--- config.mk ---
export PLATFORM = sky130hd
export DESIGN_NAME = bitmap_slot_allocator_core
export DESIGN_NICKNAME = d
export VERILOG_FILES = /design/src/rtl/bsa_pkg.sv /design/src/rtl/bsa_byte_unit.sv /design/src/rtl/bitmap_slot_allocator_core.sv
export SDC_FILE = /design/constraint.sdc
export NUM_CORES = 1
export LEC_CHECK = 0
export ABC_AREA = 1
export ABC_CLOCK_PERIOD_IN_PS = 3250
export BUFFER_PORTS_ARGS = -buffer_cell sky130_fd_sc_hd__buf_4
export CAP_MARGIN = 20
export CORE_MARGIN = 5
export CORE_UTILIZATION = 35
export CTS_CLUSTER_DIAMETER = 100
export DETAILED_ROUTE_END_ITERATION = 10
export SETUP_SLACK_MARGIN = 0.4
export SKIP_LAST_GASP = 1
export SLEW_MARGIN = 20
export SYNTH_ARGS = -nofsm -noshare
export SYNTH_HDL_FRONTEND = slang
export SYNTH_SLANG_ARGS = --single-unit
export TNS_END_PERCENT = 50
--- constraint.sdc ---
create_clock -name clk -period 3.25 [get_ports clk]
set_input_delay 0.325 -clock clk [delete_from_list [all_inputs] [get_ports clk]]
set_output_delay 0.325 -clock clk [all_outputs]
set_load 0.005 [all_outputs]
--- src/rtl/bsa_pkg.sv ---
// bsa_pkg: shared types and constants of the bitmap slot allocator
// used by bsa_byte_unit and bitmap_slot_allocator_core; no dependencies
package bsa_pkg;

    localparam int MAP_DEPTH = 32;
    localparam int IDX_W     = 5;
    localparam int BYTE_W    = 8;
    localparam int BIT_W     = 3;
    localparam int SIZE_W    = 6;

    localparam logic [BYTE_W-1:0] BYTE_FULL = 8'hff;
    localparam logic [BYTE_W-1:0] GROW_SEED = 8'h01;

    localparam logic FUNC_ALLOC = 1'b0;
    localparam logic FUNC_FREE  = 1'b1;

    typedef struct packed {
        logic              full;
        logic [BIT_W-1:0]  bit_idx;
        logic [BYTE_W-1:0] new_byte;
    } byte_res_t;

endpackage

--- src/rtl/bsa_byte_unit.sv ---
// bsa_byte_unit: shared byte unit, finds the lowest clear bit and builds the updated byte
// depends on bsa_pkg
module bsa_byte_unit (
    input  logic                       func,
    input  logic [bsa_pkg::BYTE_W-1:0] byte_in,
    input  logic [bsa_pkg::BIT_W-1:0]  bit_sel,
    output bsa_pkg::byte_res_t         res
);

    logic [bsa_pkg::BIT_W-1:0] low_zero;

    always_comb
    begin
        low_zero = '0;
        for (int i = bsa_pkg::BYTE_W - 1; i >= 0; i--)
        begin
            if (!byte_in[i])
            begin
                low_zero = bsa_pkg::BIT_W'(i);
            end
        end
    end

    always_comb
    begin
        res.full    = (byte_in == bsa_pkg::BYTE_FULL);
        res.bit_idx = low_zero;
        unique case (func)
            bsa_pkg::FUNC_ALLOC: res.new_byte = byte_in | (bsa_pkg::BYTE_W'(1) << low_zero);
            bsa_pkg::FUNC_FREE:  res.new_byte = byte_in & ~(bsa_pkg::BYTE_W'(1) << bit_sel);
            default:             res.new_byte = byte_in;
        endcase
    end

endmodule

--- src/rtl/bitmap_slot_allocator_core.sv ---
// bitmap_slot_allocator_core: top level of the first-free bitmap slot allocator
// depends on bsa_pkg and bsa_byte_unit
//
// usage:
//   input channel (in_valid/in_ready) carries one request: func 0 allocates the
//   lowest free slot, func 1 frees slot_to_free (negative or outside the active
//   region is ignored). output channel (out_valid/out_ready) returns one result
//   per request: slot and granted.
// timing:
//   one request at a time; in_ready is high only while the sequencer is idle.
//   the bitmap sits in a 32-byte memory with registered read, and the shared
//   byte unit looks at one byte at a time, first reading it and then evaluating it.
//   an allocate scans the active bytes from byte 0 up and, if all of them are full,
//   grows the active region or fails; a free updates one byte; an ignored free
//   goes straight to the result. in_ready returns in the same cycle as out_valid.
// reset:
//   rst_n clears every slot at once through per-byte valid bits, sets the
//   active size to INIT_BYTES and empties the output register.
// stall:
//   a result waits in the output register while out_ready is low; the block still
//   takes one new request, holds its result internally and then takes no more.
module bitmap_slot_allocator_core #(
    parameter int MAX_BYTES  = 32,
    parameter int GROW_BYTES = 4,
    parameter int INIT_BYTES = 4
) (
    input  logic       clk,
    input  logic       rst_n,
    input  logic       in_valid,
    output logic       in_ready,
    input  logic       func,
    input  logic [8:0] slot_to_free,
    output logic       out_valid,
    input  logic       out_ready,
    output logic [7:0] slot,
    output logic       granted
);

    localparam logic [2:0] S_IDLE = 3'd0;
    localparam logic [2:0] S_RD   = 3'd1;
    localparam logic [2:0] S_EVAL = 3'd2;
    localparam logic [2:0] S_GROW = 3'd3;
    localparam logic [2:0] S_DONE = 3'd4;

    localparam int SUM_W = bsa_pkg::SIZE_W + 1;

    logic [2:0]                     state_reg, state_next;
    logic [bsa_pkg::IDX_W-1:0]      idx_reg, idx_next;
    logic [bsa_pkg::BIT_W-1:0]      bit_reg, bit_next;
    logic                           func_reg, func_next;
    logic [bsa_pkg::SIZE_W-1:0]     active_reg, active_next;
    logic [bsa_pkg::MAP_DEPTH-1:0]  valid_reg, valid_next;
    logic [7:0]                     res_slot_reg, res_slot_next;
    logic                           res_granted_reg, res_granted_next;
    logic                           out_valid_reg, out_valid_next;
    logic [7:0]                     slot_reg, slot_next;
    logic                           granted_reg, granted_next;

    logic [bsa_pkg::BYTE_W-1:0]     map_mem [bsa_pkg::MAP_DEPTH];
    logic [bsa_pkg::BYTE_W-1:0]     map_q;
    logic                           mem_we;
    logic [bsa_pkg::IDX_W-1:0]      mem_wa;
    logic [bsa_pkg::BYTE_W-1:0]     mem_wd;

    logic [bsa_pkg::SIZE_W-1:0]     lim;
    logic [bsa_pkg::BYTE_W-1:0]     byte_val;
    bsa_pkg::byte_res_t             unit_res;
    logic [SUM_W-1:0]               grown;
    logic [bsa_pkg::SIZE_W-1:0]     idx_plus;
    logic                           accept;

    bsa_byte_unit u_unit (
        .func    (func_reg),
        .byte_in (byte_val),
        .bit_sel (bit_reg),
        .res     (unit_res)
    );

    always_ff @(posedge clk)
    begin
        if (mem_we)
        begin
            map_mem[mem_wa] <= mem_wd;
        end
        map_q <= map_mem[idx_reg];
    end

    assign lim      = (active_reg < bsa_pkg::SIZE_W'(bsa_pkg::MAP_DEPTH))
                      ? active_reg : bsa_pkg::SIZE_W'(bsa_pkg::MAP_DEPTH);
    assign byte_val = valid_reg[idx_reg] ? map_q : '0;
    assign grown    = SUM_W'(active_reg) + SUM_W'(GROW_BYTES);
    assign idx_plus = bsa_pkg::SIZE_W'(idx_reg) + bsa_pkg::SIZE_W'(1);
    assign accept   = in_valid && in_ready;

    assign in_ready  = (state_reg == S_IDLE);
    assign out_valid = out_valid_reg;
    assign slot      = slot_reg;
    assign granted   = granted_reg;

    always_comb
    begin
        state_next       = state_reg;
        idx_next         = idx_reg;
        bit_next         = bit_reg;
        func_next        = func_reg;
        active_next      = active_reg;
        valid_next       = valid_reg;
        res_slot_next    = res_slot_reg;
        res_granted_next = res_granted_reg;
        out_valid_next   = out_valid_reg;
        slot_next        = slot_reg;
        granted_next     = granted_reg;
        mem_we           = 1'b0;
        mem_wa           = idx_reg;
        mem_wd           = unit_res.new_byte;

        if (out_valid_reg && out_ready)
        begin
            out_valid_next = 1'b0;
        end

        unique case (state_reg)
            S_IDLE:
            begin
                if (accept)
                begin
                    func_next        = func;
                    bit_next         = slot_to_free[2:0];
                    res_slot_next    = '0;
                    res_granted_next = 1'b0;
                    if (func == bsa_pkg::FUNC_ALLOC)
                    begin
                        idx_next   = '0;
                        state_next = (lim == '0) ? S_GROW : S_RD;
                    end
                    else if (slot_to_free[8]
                             || (bsa_pkg::SIZE_W'(slot_to_free[7:3]) >= lim))
                    begin
                        state_next = S_DONE;
                    end
                    else
                    begin
                        idx_next   = slot_to_free[7:3];
                        state_next = S_RD;
                    end
                end
            end
            S_RD:
            begin
                state_next = S_EVAL;
            end
            S_EVAL:
            begin
                if (func_reg == bsa_pkg::FUNC_FREE)
                begin
                    mem_we             = 1'b1;
                    valid_next[idx_reg] = 1'b1;
                    res_granted_next   = 1'b1;
                    state_next         = S_DONE;
                end
                else if (!unit_res.full)
                begin
                    mem_we             = 1'b1;
                    valid_next[idx_reg] = 1'b1;
                    res_slot_next      = {idx_reg, unit_res.bit_idx};
                    res_granted_next   = 1'b1;
                    state_next         = S_DONE;
                end
                else if (idx_plus >= lim)
                begin
                    state_next = S_GROW;
                end
                else
                begin
                    idx_next   = idx_plus[bsa_pkg::IDX_W-1:0];
                    state_next = S_RD;
                end
            end
            S_GROW:
            begin
                if ((grown <= SUM_W'(MAX_BYTES))
                    && (active_reg < bsa_pkg::SIZE_W'(bsa_pkg::MAP_DEPTH)))
                begin
                    mem_we           = 1'b1;
                    mem_wa           = active_reg[bsa_pkg::IDX_W-1:0];
                    mem_wd           = bsa_pkg::GROW_SEED;
                    valid_next[active_reg[bsa_pkg::IDX_W-1:0]] = 1'b1;
                    res_slot_next    = {active_reg[bsa_pkg::IDX_W-1:0],
                                        bsa_pkg::BIT_W'(0)};
                    res_granted_next = 1'b1;
                    active_next      = grown[bsa_pkg::SIZE_W-1:0];
                end
                state_next = S_DONE;
            end
            S_DONE:
            begin
                if (!out_valid_reg || out_ready)
                begin
                    out_valid_next = 1'b1;
                    slot_next      = res_slot_reg;
                    granted_next   = res_granted_reg;
                    state_next     = S_IDLE;
                end
            end
            default:
            begin
                state_next = S_IDLE;
            end
        endcase
    end

    always_ff @(posedge clk or negedge rst_n)
    begin
        if (!rst_n)
        begin
            state_reg     <= S_IDLE;
            active_reg    <= bsa_pkg::SIZE_W'(INIT_BYTES);
            valid_reg     <= '0;
            out_valid_reg <= 1'b0;
        end
        else
        begin
            state_reg     <= state_next;
            active_reg    <= active_next;
            valid_reg     <= valid_next;
            out_valid_reg <= out_valid_next;
        end
    end

    always_ff @(posedge clk)
    begin
        idx_reg         <= idx_next;
        bit_reg         <= bit_next;
        func_reg        <= func_next;
        res_slot_reg    <= res_slot_next;
        res_granted_reg <= res_granted_next;
        slot_reg        <= slot_next;
        granted_reg     <= granted_next;
    end

endmodule

==> out/metrics.cfg, run 1 <==
[synth]
ys.flop_type=edfxtp_1
synth_most_common_cell=edfxtp_1
syn_area_um2=14200
syn_inst=1285
ys_seq_area_frac=0.682
avgSynthCellArea_um2=11.0
yosysTopAreaCellShare=0.600
synth_warnings=0
syn-num-nets=1313
ys_top_cells_by_count=edfxtp_1, nor2_1, nand2_1
yosys.area.top_type=edfxtp_1
yosys.cell_types.count=43
synth-edff-count=283
ys_seq_elements=331
synth.area.top_cells=edfxtp_1, dfrtp_1, nor2_1, nand2_1, o21ai_0
synthArstFlopShare=0.121

[min_path]
hold_path.class=input pin to flop
holdCritStartpoint=func

[clock_network]
clock_sinks=331
worstSkewPairLatency_ns=0.54
cts_tree=built
ctsHtreeMaxLevel=2
path_clk_slew_ns=0.06
clk_path_buf_depth=3
root_buffer=clkbuf_16
cts_buffers=35

[drt]
vias_per_cell=5.26
drt_iter0_drc=1035
wirelength_um=38500
wl_per_cell_um=20.0
first_pass_iters=7
drcViolationCount=0
ant_nets=0
vias=10100

[sta]
fin_skew_ns=0.0285
min_period_over_period=0.849
post-route-min-period_ns=2.76
final_max_slew_viol_count=0
setup_tns_ns=0
relSlewSlack=0.330
setup_viol_count_final=0
tightest_slew_ns=1.01
timing.hold.ws_ns=0.0952
hold_violations=0
fmax_ghz=0.362
rsz0062_at_grt=yes

[global_routing]
grt.overflow.total=0
grt_antenna_before_repair=0
grt_max_degree=101
grt_pass1_wl_um=57300
first_global_vias=9883
grt_usage=0.164

[power]
total_power_mw=15.1
ir_drop_v=0.000410
power.density_nw_per_um2=888
power_leakage_nw=6.27

[final_layout]
final_layout_size_suffix_gt1_frac=0.163
largest_reg_flops=256
final_net_count=1405
final_area_um2=17000
final_util=0.425
diodes=0
syn_to_final_growth_pct=19.9

[critical_path]
timing.rr.start=active_reg[2]$_DFFE_PN1P_
cp.required_ns=3.47
cp_common_cell=buf_4
max_stage_delay_ns=0.53
end_kind=flop
crit_chain=buf_4, ha_1, inv_1, nor2_1, o21ai_1, nor2_2, buf_4, nand2_1, o21ai_1, buf_4, nand3_1, nor2_1, buf_4
worstSetupStartpoint=active_reg[2]$_DFFE_PN1P_
cp-start-kind=flop
crit_type=flop to flop
crit_fanout=8
crit_slowest_cell=dfstp_2
arrival_ns=2.98

[status]
status=complete, no violations

[die]
die_y_um=211
core-area_um2=39900
fp.dieW_um=211
die_area_um2=44600
start_util=0.355
ios=25
num_rows=73

[placed_design]
place_congestion=0.883
dp_hpwl_um=23600
port_buffers=24
post_dp_cell_area_um2=15300

[flow_run]
maxCapViolCount=0

-- repair_timing --
action / 4_1_cts / 5_1_grt
pin swaps: 7 / 13
hold buffers: 5 / 0
gates cloned: 0 / 6
endpoints found under the hold margin: 43 / 0
buffers inserted: 5 / 11
gates resized for setup: 31 / 48
endpoints found under the setup margin: 453 / 453
-- power breakdown --
| group | leakage [nW] | internal [mW] | total [mW] | switching (mW) |
|---|---|---|---|---|
| logic | 2.57 | 1.75 | 5.58 | 3.83 |
| registers | 3.20 | 5.63 | 5.84 | 0.214 |
| clock network | 0.503 | 2.04 | 3.66 | 1.62 |
| total | 6.27 | 9.42 | 15.1 | 5.66 |
-- critical path: cells and delay by family, from the launching register on --
| kind | cells | cell delay, ns |
|---|---|---|
| buffers and inverters | 5 | 0.76 |
| flip-flops | 1 | 0.53 |
| AO/OA/AOI/OAI | 2 | 0.21 |
| adder cells (fa/ha/maj) | 1 | 0.16 |
| AND/OR/NAND/NOR | 5 | 0.81 |
-- layer usage --
layer | part of all wire | vias to the layer above | GRT usage | wire (um)
li1 | - | 4711 | - | -
met1 | 0.43 | 4920 | 0.228 | 16500
met2 | 0.47 | 424 | 0.261 | 17900
met3 | 0.078 | 81 | 0.0348 | 3000
met4 | 0.029 | 0 | 0.0505 | 1120
met5 | 0 | - | 0 | 0
-- stage by stage --
| stage | instances | setup slack, ns |
|---|---|---|
| floorplan | 1285 | 0.202 |
| global placement | 1838 | 0.119 |
| detailed placement | 1838 | 0.00671 |
| CTS | 1911 | 0.290 |
| global route | 1928 | 0.324 |
| finish | 1928 | 0.490 |
-- cells by family after synthesis --
family	share of synthesized area
and+or+nand+nor	0.154
AOI/OAI and AO/OA	0.107
adders and majority gates	0.0124
buffers and inverters	0.0425
xor gates and xnor gates	0.00248
DFF	0.682
-- final cells by class --
cell class	instances	area, um^2
Multi-Input combinational cell	807	4160
Sequential cell	331	9660
Clock inverter	17	96.3
Timing Repair inverter	1	6.26
Inverter	83	324
Fill cell	3687	22900
Timing Repair Buffer	118	1140
Clock buffer	46	938
Tap cell	525	657
-- cell usage in the layout (no fill, tap or decap), drive strengths merged, types with 3 or more instances in the layout --
cell	count
edfxtp	283
nor2	233
nand2	210
o21ai	151
buf	109
inv	84
o22ai	70
nand3	69
clkbuf	50
dfrtp	39
a221oi	16
clkinv	16
ha	14
nor3	10
dfxtp	8
a21oi	8
dlygate4sd3	5
nand4	4
o211ai	3
xor2	3
-- worst paths after layout --
path / to / cells past startpoint / slack, ns
worst min-delay path: func_reg$_DFFE_PP_ / 1 / 0.1
worst max-delay path: map_mem[26][7]$_DFFE_PP_ / 13 / 0.49
worst max register to register: map_mem[26][7]$_DFFE_PP_ / 13 / 0.49
max in group asynchronous: active_reg[2]$_DFFE_PN1P_ / 2 / 2.53
worst min register to register: slot[3]$_DFFE_PP_ / 0 / 0.42
min in group asynchronous: valid_reg[22]$_DFFE_PN0P_ / 2 / 0.33
Note: power is estimated with default switching activity, not from simulation.
==> run 2: changes to the inputs <==
--- a/config.mk
+++ b/config.mk
@@ -6,7 +6,7 @@
 export NUM_CORES = 1
 export LEC_CHECK = 0
 export ABC_AREA = 1
-export ABC_CLOCK_PERIOD_IN_PS = 3250
+export ABC_CLOCK_PERIOD_IN_PS = 2500
 export BUFFER_PORTS_ARGS = -buffer_cell sky130_fd_sc_hd__buf_4
 export CAP_MARGIN = 20
 export CORE_MARGIN = 5
==> constraint.sdc (replaced) <==
create_clock -name clk -period 2.5 [get_ports clk]
set_input_delay 0.25 -clock clk [delete_from_list [all_inputs] [get_ports clk]]
set_output_delay 0.25 -clock clk [all_outputs]
set_load 0.005 [all_outputs]
==> out/metrics.cfg, run 2 (synthesis results as in run 1) <==
[critical_path]
timing.rr.start=idx_reg[0]$_DFFE_PP_
crit_type=flop to flop
cp.required_ns=2.84  ; -0.63 ns
arrival_ns=3.00  ; +0.02 ns
end_kind=flop
crit_slowest_cell=edfxtp_1
cp-start-kind=flop
worstSetupStartpoint=idx_reg[0]$_DFFE_PP_
crit_fanout=32  ; +24
crit_chain=buf_6, clkbuf_16, nand2_4, nand3_2, nand2_1, nand2_1, nand2_2, nor2_4, nand2_4, buf_6, nand2_2, buf_4, o21ai_0, nand2_1, a21oi_2, buf_12
max_stage_delay_ns=0.38  ; -0.15 ns
cp_common_cell=nand2_1

[sta]
post-route-min-period_ns=2.66  ; -0.105 ns
fmax_ghz=0.377  ; +3.9%
rsz0062_at_grt=yes
final_max_slew_viol_count=0  ; unchanged
tightest_slew_ns=0.744  ; -0.261 ns
hold_violations=0  ; unchanged
timing.hold.ws_ns=0.100  ; +0.00526 ns
fin_skew_ns=0.0176  ; -0.0109 ns
setup_tns_ns=-42.65  ; -42.65 ns
min_period_over_period=1.06  ; +0.213
setup_viol_count_final=491  ; +491
relSlewSlack=0.504  ; +0.174
setup_slack_ns=-0.156  ; -0.645 ns

[clock_network]
cts_tree=built
path_clk_slew_ns=0.07  ; about the same
ctsHtreeMaxLevel=2  ; unchanged
cts_buffers=34  ; -2.9%
clk_path_buf_depth=3  ; unchanged
clock_sinks=331  ; unchanged
root_buffer=clkbuf_16
worstSkewPairLatency_ns=0.53  ; about the same

[die]
ios=25  ; unchanged
die_y_um=211  ; unchanged
num_rows=73  ; unchanged
start_util=0.355  ; unchanged
die_area_um2=44600  ; unchanged
core-area_um2=39900  ; unchanged
fp.dieW_um=211  ; unchanged

[global_routing]
first_global_vias=10600  ; +6.8%
grt.overflow.total=0  ; unchanged
grt_usage=0.182  ; +0.0174
grt_max_degree=111  ; +9.9%
grt_antenna_before_repair=0  ; unchanged
grt_pass1_wl_um=62700  ; +9.5%

[min_path]
hold_path.class=input pin to flop
holdCritStartpoint=slot_to_free[6]

[final_layout]
final_net_count=1498  ; +6.6%
syn_to_final_growth_pct=32.8
diodes=0  ; unchanged
layout_commonest_cell=edfxtp_1
fillers=3470  ; -5.9%
final_area_um2=18800  ; +11%
largest_reg_flops=256  ; unchanged
most-common-layout-cells=edfxtp_1, nor2_1, nand2_1, o21ai_0, buf_4
final_layout_size_suffix_gt1_frac=0.274  ; +0.112

[status]
violations=setup timing
status=finished with violations

[drt]
drt_iter0_drc=1102  ; +6.5%
wl_per_cell_um=21.0  ; +5.0%
vias_per_cell=5.31  ; +1.1%
first_pass_iters=5  ; -2
vias=10700  ; +5.8%
ant_nets=0  ; unchanged
drcViolationCount=0  ; unchanged
wirelength_um=42300  ; +10%

[placed_design]
place_ws_ns=-0.509  ; -0.516 ns
dp_hpwl_um=24300  ; +3.0%
post_dp_cell_area_um2=16100  ; +4.8%
port_buffers=24  ; unchanged
place_congestion=0.890  ; +0.86%

[power]
ir_drop_v=0.000624  ; +52%
power.density_nw_per_um2=1190  ; +34%
power_leakage_nw=6.99  ; +11%

[flow_run]
maxCapViolCount=0  ; unchanged

run 2: changes by cell type in the layout (fill, tap and decap cells not counted), sizes merged, moves of 2 or more:
cell	before	now
inv	84	81
clkbuf	50	48
buf	109	199
bufbuf	0	2
nor2	233	236
run 2: stage by stage:
stage | util | cells | power [mW]
final | 0.471 | 2019 | 22.3
after global routing | 0.471 | 2019 | 23.3
after CTS | 0.460 | 2004 | 21.7
after detailed placement | 0.403 | 1880 | 15.1
after global placement | 0.403 | 1880 | 15.1
after floorplan | - | 1285 | 12.0
run 2: worst paths after layout:
kind / cells past startpoint / end / slack (ns)
worst max-delay path: 16 / map_mem[11][1]$_DFFE_PP_ / -0.16
worst min-delay path: 3 / idx_reg[3]$_DFFE_PP_ / 0.10
worst max register to register: 16 / map_mem[11][1]$_DFFE_PP_ / -0.16
worst min register to register: 0 / slot[5]$_DFFE_PP_ / 0.42
max in group asynchronous: 2 / valid_reg[26]$_DFFE_PN0P_ / 1.87
min in group asynchronous: 2 / valid_reg[28]$_DFFE_PN0P_ / 0.26
run 2: layout make-up:
class	instances	area, um^2	area share
flip-flops and latches	331	9660	0.514
multi-input cells	810	4840	0.257
repair buffers	210	2260	0.120
clock buffers	45	923	0.0491
well taps	525	657	0.0349
inverters	83	348	0.0185
clock inverters	15	114	0.00606
run 2: timing repair:
| action | in CTS | in global routing |
|---|---|---|
| setup endpoints to repair | 570 | 572 |
| hold buffers | 6 | 0 |
| hold endpoints to repair | 44 | 0 |
| setup buffers | 49 | 12 |
| pin swaps | 53 | 43 |
| resized for setup | 111 | 66 |
| cloned | 9 | 3 |
run 2: report_power, final:
group,switching [mW],internal [mW]
registers,0.282,7.31
logic,6.14,3.79
clock network,2.09,2.71
total,8.51,13.8
run 2: critical path: cells and delay by family (launching register included):
family                 cells  cell delay (ns)
DFF                        1             0.38
AOI/OAI and AO/OA          2             0.47
buffers and inverters      5             0.85
and+or+nand+nor            9             0.72
run 2: per-layer routing:
metal,GRT usage,vias to the layer above,part of all wire
met5,0,-,0
met4,0.0601,0,0.034
met3,0.0334,93,0.079
met2,0.297,498,0.47
met1,0.246,5230,0.41
li1,-,4905,-
==> run 3: changes to the inputs <==
--- a/config.mk
+++ b/config.mk
@@ -9,7 +9,6 @@
 export ABC_CLOCK_PERIOD_IN_PS = 2500
 export BUFFER_PORTS_ARGS = -buffer_cell sky130_fd_sc_hd__buf_4
 export CAP_MARGIN = 20
-export CORE_MARGIN = 5
 export CORE_UTILIZATION = 35
 export CTS_CLUSTER_DIAMETER = 100
 export DETAILED_ROUTE_END_ITERATION = 10
==> constraint.sdc (replaced) <==
create_clock -name clk -period 2.5 [get_ports clk]
set_input_delay 0.25 -clock clk [delete_from_list [all_inputs] [get_ports clk]]
set_output_delay 0.25 -clock clk [all_outputs]
set_load 0.01 [all_outputs]
==> out/metrics.cfg, run 3 (synthesis results as in run 1) <==
[flow_run]
maxCapViolCount=0  ; unchanged

[status]
violations=setup timing
status=finished with violations

[drt]
wirelength_um=41200  ; -2.5%
vias_per_cell=5.29  ; -0.34%
ant_nets=0  ; unchanged
wl_per_cell_um=20.5  ; -2.0%
first_pass_iters=5  ; unchanged
vias=10600  ; -0.83%
drt_iter0_drc=963  ; -13%
drcViolationCount=0  ; unchanged

[critical_path]
crit_fanout=8  ; -75%
arrival_ns=3.02  ; +0.02 ns
path_buf_inv=6  ; +1
cp.required_ns=2.77  ; -0.07 ns
end_kind=flop
cp-start-kind=flop
max_stage_delay_ns=0.42  ; +0.04 ns
crit_slowest_cell=edfxtp_1
crit_type=flop to flop
cp_common_cell=nand2_2
cpLargestDelayFamily=simple AND/OR/NAND/NOR gates
crit_chain=buf_6, buf_8, nand2_2, nand3_2, nand2_2, nand2_2, nand2_2, nor2_4, nand2_4, nand2_1, nor2_2, inv_1, nand3_2, buf_4, nor2_4, nor2_2, nor2_4, buf_12, clkbuf_16

[placed_design]
port_buffers=24  ; unchanged
placed_cells=1885  ; +0.27%
place_ws_ns=-0.444  ; +0.0654 ns
place_congestion=0.886  ; -0.44%
dp_hpwl_um=24600  ; +1.1%

[final_layout]
layout_commonest_cell=edfxtp_1
largest_reg_flops=256  ; unchanged
final_cells=2009  ; -0.50%
diodes=0  ; unchanged
most-common-layout-cells=edfxtp_1, nand2_1, nor2_1, o21ai_0, buf_4
final_layout_size_suffix_gt1_frac=0.255  ; -0.0190
final_net_count=1486  ; -0.80%
syn_to_final_growth_pct=30.4
fillers=3589  ; +3.4%
final_util=0.464  ; -0.00734

[die]
core-area_um2=39800  ; -0.23%
die_y_um=203  ; -3.8%
num_rows=73  ; unchanged
ios=25  ; unchanged
die_area_um2=41300  ; -7.4%
start_util=0.355  ; +0.000813
fp.dieW_um=203  ; -3.8%

[clock_network]
worstSkewPairLatency_ns=0.53  ; about the same
clock_sinks=331  ; unchanged
cts_buffers=35  ; +2.9%
root_buffer=clkbuf_16
path_clk_slew_ns=0.07  ; about the same
ctsHtreeMaxLevel=2  ; unchanged
clk_path_buf_depth=3  ; unchanged
cts_tree=built

[sta]
tightest_slew_ns=1.15  ; +0.409 ns
rsz0062_at_grt=yes
relSlewSlack=0.223  ; -0.281
setup_slack_ns=-0.250  ; -0.0942 ns
hold_violations=0  ; unchanged
final_max_slew_viol_count=0  ; unchanged
setup_viol_count_final=492  ; +0.20%
fmax_ghz=0.364  ; -3.4%
post-route-min-period_ns=2.75  ; +0.0942 ns
fin_skew_ns=0.0190  ; +0.00139 ns
min_period_over_period=1.10  ; +0.0377

[power]
ir_drop_v=0.000584  ; -6.4%
power.density_nw_per_um2=1180  ; -0.36%
power_leakage_nw=6.87  ; -1.7%

[global_routing]
grt_pass1_wl_um=60700  ; -3.2%
grt_antenna_before_repair=1  ; +1
grt.overflow.total=0  ; unchanged
grt_usage=0.193  ; +0.0114
first_global_vias=10400  ; -1.2%
grt_max_degree=113  ; +1.8%

[min_path]
hold_path.class=input pin to flop

==> run 3: area by class of cell <==
class	instances	area, um^2	area share
timing repair inverter	1	7.51	0.000407
sequential	331	9660	0.523
clock inverter	15	191	0.0104
inverter	83	327	0.0177
clock buffer	48	946	0.0512
timing repair buffer	197	1960	0.106
multi-input combinational	809	4720	0.255
tap	525	657	0.0356
==> run 3: worst reg2reg max path, stage by stage, from the launching register on <==
cell and delay (ns):
edfxtp_1 0.42, buf_6 0.17, buf_8 0.14, nand2_2 0.08, nand3_2 0.08, nand2_2 0.08
nand2_2 0.06, nand2_2 0.09, nor2_4 0.05, nand2_4 0.14, nand2_1 0.13, nor2_2 0.18
inv_1 0.11, nand3_2 0.10, buf_4 0.12, nor2_4 0.03, nor2_2 0.12, nor2_4 0.06
buf_12 0.14, clkbuf_16 0.18
==> run 3: per-layer routing <==
layer | routed length, um | GRT usage | up-vias
li1 | - | - | 4881
met1 | 17400 | 0.266 | 5210
met2 | 19500 | 0.311 | 470
met3 | 3200 | 0.0284 | 76
met4 | 1090 | 0.0669 | 0
met5 | 0 | 0 | -
==> run 3: what timing repair did <==
item                       in CTS  in global routing
hold endpoints to repair       44                  0
cloned                          5                  5
hold buffers                    6                  0
resized for setup              34                 86
pin swaps                      28                 40
buffers inserted               29                 16
setup endpoints to repair     560                572
==> run 3: report_power, final <==
part | total, mW | internal (mW) | leakage, nW | switching, mW
Combinational | 9.06 | 3.22 | 3.12 | 5.83
Sequential | 7.56 | 7.31 | 3.20 | 0.255
Clock | 5.22 | 3.08 | 0.548 | 2.14
==> run 3: final timing paths <==
check	startpoint	to	slack (ns)	cells past startpoint
setup / recovery	idx_reg[0]$_DFFE_PP_	map_mem[19][6]$_DFFE_PP_	-0.25	19
hold / removal	slot_to_free[8]	state_reg[0]$_DFFE_PN0P_	0.14	5
setup reg to reg	idx_reg[0]$_DFFE_PP_	map_mem[19][6]$_DFFE_PP_	-0.25	19
hold reg to reg	res_slot_reg[4]$_DFFE_PP_	slot[4]$_DFFE_PP_	0.42	0
max in group asynchronous	rst_n	active_reg[2]$_DFFE_PN1P_	1.87	2
min in group asynchronous	rst_n	valid_reg[13]$_DFFE_PN0P_	0.25	2
==> run 3: stage by stage <==
stage	instance area, um^2	power [mW]	hold slack (ns)	TNS (ns)
floorplan	14700	12.0	-0.0456	-3.39
global placement	16100	15.0	0.271	-86.05
detailed placement	16100	15.1	0.272	-107.60
CTS	17800	20.9	0.112	-46.59
global route	18500	22.8	0.155	-124.03
finish	18500	21.8	0.136	-62.98
